<file path="src/rtl/ugwq_pkg.sv">
// shared types and constants of the uniform grid window query block
// no dependencies
package ugwq_pkg;

  // ids are six bits wide on every port, so the object count is fixed
  localparam int MAX_OBJECTS = 64;

  typedef enum logic [1:0] {
    KIND_INSERT = 2'd0,
    KIND_QUERY  = 2'd1,
    KIND_HIDE   = 2'd2,
    KIND_NOP    = 2'd3
  } kind_t;

  typedef enum logic [1:0] {
    ST_OK      = 2'd0,
    ST_FULL    = 2'd1,
    ST_OUTSIDE = 2'd2
  } status_t;

  typedef enum logic [2:0] {
    CFG_CELL_W  = 3'd0,
    CFG_CELL_H  = 3'd1,
    CFG_WIN_C   = 3'd2,
    CFG_WIN_R   = 3'd3,
    CFG_REVIVE  = 3'd4
  } cfg_idx_t;

  typedef enum logic [3:0] {
    S_IDLE,
    S_WIPE,
    S_CLEAR,
    S_I_CELL,
    S_I_WAIT,
    S_I_WRITE,
    S_Q_CELL,
    S_Q_FILL,
    S_Q_SLOT,
    S_Q_DATA,
    S_Q_EMIT,
    S_Q_NONE,
    S_SEEN_CLR,
    S_DONE
  } state_t;

  // one result word
  typedef struct packed {
    logic [5:0] found_id;
    logic       has_object;
    logic       last;
    logic [1:0] status;
  } result_t;

endpackage

</file>
<file path="src/rtl/ugwq_out_buf.sv">
// two-entry skid buffer on the result channel
// depends on ugwq_pkg
module ugwq_out_buf (
  input  logic               clk,
  input  logic               rst_n,
  input  logic               push,
  input  ugwq_pkg::result_t  push_data,
  output logic               has_room,
  output logic               out_valid,
  input  logic               out_ready,
  output ugwq_pkg::result_t  out_data
);
  import ugwq_pkg::*;

  result_t   buf_r [2];
  logic [1:0] cnt_r;
  logic       rd_r;
  logic       wr_r;
  logic       pop;

  assign out_valid = (cnt_r != 2'd0);
  assign out_data  = buf_r[rd_r];
  assign pop       = out_valid && out_ready;
  assign has_room  = (cnt_r != 2'd2);

  always_ff @(posedge clk) begin
    if (!rst_n) begin
      cnt_r <= 2'd0;
      rd_r  <= 1'b0;
      wr_r  <= 1'b0;
    end else begin
      if (push) wr_r <= ~wr_r;
      if (pop)  rd_r <= ~rd_r;
      cnt_r <= cnt_r + {1'b0, push} - {1'b0, pop};
    end
  end

  always_ff @(posedge clk) begin
    if (push) buf_r[wr_r] <= push_data;
  end

endmodule

</file>
<file path="config.mk">
export PLATFORM = sky130hd
export DESIGN_NAME = ugwq_out_buf
export DESIGN_NICKNAME = d
export VERILOG_FILES = /design/src/rtl/ugwq_pkg.sv /design/src/rtl/ugwq_out_buf.sv
export SDC_FILE = /design/constraint.sdc
export NUM_CORES = 1
export LEC_CHECK = 0
export BUFFER_PORTS_ARGS = -buffer_cell sky130_fd_sc_hd__buf_2
export CORE_ASPECT_RATIO = 1.25
export CORE_MARGIN = 5
export CORE_UTILIZATION = 45
export DETAILED_ROUTE_END_ITERATION = 6
export PLACE_DENSITY = 0.7
export SLEW_MARGIN = 20
export SYNTH_ARGS = -nofsm -noshare
export SYNTH_HDL_FRONTEND = slang
export SYNTH_SLANG_ARGS = --single-unit
export TNS_END_PERCENT = 100
</file>
<file path="constraint.sdc">
create_clock -name clk -period 2.8 [get_ports clk]
set_input_delay 0.56 -clock clk [delete_from_list [all_inputs] [get_ports clk]]
set_output_delay 0.56 -clock clk [all_outputs]
set_load 0.1 [all_outputs]
</file>
==> impl_metrics.csv <==
group,metric,value,unit
worst_setup_path,r2r_end,"cnt_r[1]",
global_route,antenna_found_initial,0,
routing,wirelength,1438,microns
worst_setup_path,cp.required,2240,ps
clock_network,post_cts_buffers,0,
cells_and_area,syn_to_final_growth,18.60,%
timing,max_freq,470.2,MHz
timing,worst_pin_slew,491.5,ps
timing,finClkSkew,3.139,ps
worst_setup_path,arrival,1570,ps
yosys,synth-seq-cells,25,
die,die_h,61.70,microns
clock_network,cts_buffer_depth,2,
timing,final_max_slew_viol_count,0,
global_route,grt_overflow,0,
worst_hold_path,hold_class,"input pin to flop",
clock_network,cts_sinks,25,
clock_network,cts_tree,"yes",
worst_setup_path,reg2reg_depth,6,
timing,fin_setup_tns,0,ps
routing,drtIter0Drc,16,
global_route,grt_max_degree,14,
die,start_util,48.00,%
die,core_area,2004,sq um
placement,port_buffers,25,
pwr,power.internal,0.6398,mW
cells_and_area,final_cell_mix,"25 x buf_2, 20 x edfxtp_1, 10 x mux2_2",
pwr,vdd_drop_max,1.304,mV
clock_network,numCtsBuffers,3,
yosys,synthTopCellsByArea,"edfxtp_1 62%, mux2_2 12%, dfxtp_1 10%",
timing,finalCritPeriodShare,75.96,%
run_status,outcome,"finished clean",
clock_network,insertion_delay,300,ps
placement,dp_cells,99,
routing,drtAntennaViolNets,0,
yosys,ys_types,15,
pwr,p_clk_share,12.4,%
pwr,p_seq_share,39.7,%
timing,relSlewSlack,67.46,%
worst_setup_path,rrSetupSlack,1360,ps
cells_and_area,fin_nets,100,
routing,drtPass1Iterations,3,
flow_run,maxCapViolCount,0,
clock_network,ctsHtreeMaxLevel,1,
die,io_pins,26,
global_route,grtUsageTotal,10.67,%
worst_hold_path,hold_path_end,"buf_r[0][3]",
die,rows,18,
yosys,syn_inst,54,
yosys,yosysWarnings,0,
clock_network,cts_resized,0,
worst_setup_path,start_kind,"flop",
clock_network,ctsHoldBuffers,0,
worst_setup_path,reg2reg_from,"cnt_r[1]",
yosys,synth_top_area_share,62.42,%
global_route,grt_pass1_vias,543,
cells_and_area,drive_gt1_share,49.40,%
worst_setup_path,cp_max_fo,10,
placement,place_congestion,0.6647,
cells_and_area,insertedDiodeCount,0,
timing,rsz0062_at_grt,"false",
routing,viasPerCell,5.019,
cells_and_area,layout_commonest_cell,"buf_2",
placement,place_area,1115,sq um
global_route,grt_pass1_wl,2346,microns
pwr,p_sw_share,46.49,%
timing,setup_violations,0,
placement,dp.final_hpwl,1112,microns
pwr,switchingPower,0.5558,mW
die,die_area,3169,sq um
timing,period_needed,2127,ps
clock_network,clk_pin_slew,120,ps
pwr,power.leakage,0.4552,nW
yosys,avgSynthCellArea,17.82,sq um
timing,hold_viol,0,
worst_setup_path,timing.setup.critical_path_class,"flop to primary output",
cells_and_area,postLayoutCellArea,1141,sq um
die,die_w,51.36,microns
worst_setup_path,endpoint_kind,"primary output",
routing,vias,517,
yosys,synth_area_leader_cell,"edfxtp_1",
yosys,yosysSeqAreaShare,72.82,%
clock_network,clockRootBuffer,"clkbuf_4",
yosys,synth_area,962.2,sq um
routing,wl_per_cell,13.96,microns
pwr,comb_power_share,47.9,%
pwr,power_density,1048,nW/um^2
yosys,syn_nets,70,
worst_hold_path,hold_depth,1,
worst_hold_path,min_from,"push_data[3]",
routing,route.detailed.drc,0,
cells_and_area,final_cells,103,
[cells by family (layout without fill, tap and decap cells)]
| kind of cell | Yosys count | count (layout) | synth area share, % |
|---|---|---|---|
| buffers and inverters | 3 | 32 | 1.300 |
| AND/OR/NAND/NOR | 9 | 9 | 5.593 |
| adder cells (fa/ha/maj) | 2 | 2 | 2.600 |
| XOR/XNOR | 1 | 1 | 2.341 |
| multiplexers | 12 | 12 | 13.78 |
| flip-flops | 25 | 25 | 72.82 |
| AO/OA/AOI/OAI | 2 | 2 | 1.560 |
[worst max-delay path: stages, from the launching register on]
cell	delay [ps]
dfxtp_1	590
mux2_2	380
buf_2	290
[cell usage after synthesis]
| master | instances |
|---|---|
| nor2b_2 | 1 |
| dfxtp_1 | 5 |
| nor2b_1 | 2 |
| mux2_2 | 10 |
| and2_1 | 2 |
| edfxtp_1 | 20 |
| nand2b_1 | 1 |
| xnor3_1 | 1 |
| ha_1 | 2 |
| mux2i_1 | 2 |
| buf_2 | 1 |
| inv_1 | 2 |
| or2_2 | 1 |
| nand2_1 | 2 |
| o21a_1 | 2 |
[metal layers]
layer  up-vias  part of all wire [%]  GRT usage [%]
met3         2                   7.2          3.819
met2        17                    53          19.09
met5         -                     0              0
met1       244                    39          10.55
met4         0                   1.6          6.742
li1        254                     -              -
[power groups by stage]
stage,clock network [mW],registers (mW),logic (mW)
after CTS,0.151,0.477,0.579
final,0.148,0.475,0.572
after detailed placement,0,0.485,0.577
after floorplan,0,0.465,0.518
after global routing,0.172,0.483,0.604
after global placement,0,0.484,0.569
[layout make-up]
cell class	instances	area [sq um]
flip-flops and latches	25	700.7
inverters	2	7.507
clock buffers	4	26.28
repair buffers	26	132.6
multi-input cells	26	249.0
well taps	20	25.02
fillers	166	863.3
[state kept, by name, summed over array words and instances (netlist names), named ones only]
register  flops
wr_r          1
buf_r        20
rd_r          1
cnt_r         2
[worst max path at each step]
stage	to	slack [ps]	cells past startpoint
2_1_floorplan	out_data[0]	1190	2
3_3_place_gp	out_data[6]	970	2
3_5_place_dp	out_data[8]	980	2
4_1_cts	out_data[8]	630	2
5_1_grt	out_data[6]	560	2
6_report	out_data[6]	670	2
[stage by stage]
stage / setup slack [ps] / power, mW / util, % / hold WS [ps]
floorplan: 1195 / 0.9827 / - / 451.6
global placement: 968.9 / 1.053 / 55.62 / 459.9
detailed placement: 979.9 / 1.063 / 55.62 / 496.9
CTS: 630.4 / 1.207 / 56.93 / 432.4
global route: 562.7 / 1.258 / 56.93 / 412.8
finish: 673.2 / 1.196 / 56.93 / 439.7
Power figures use the tool's default switching activity.
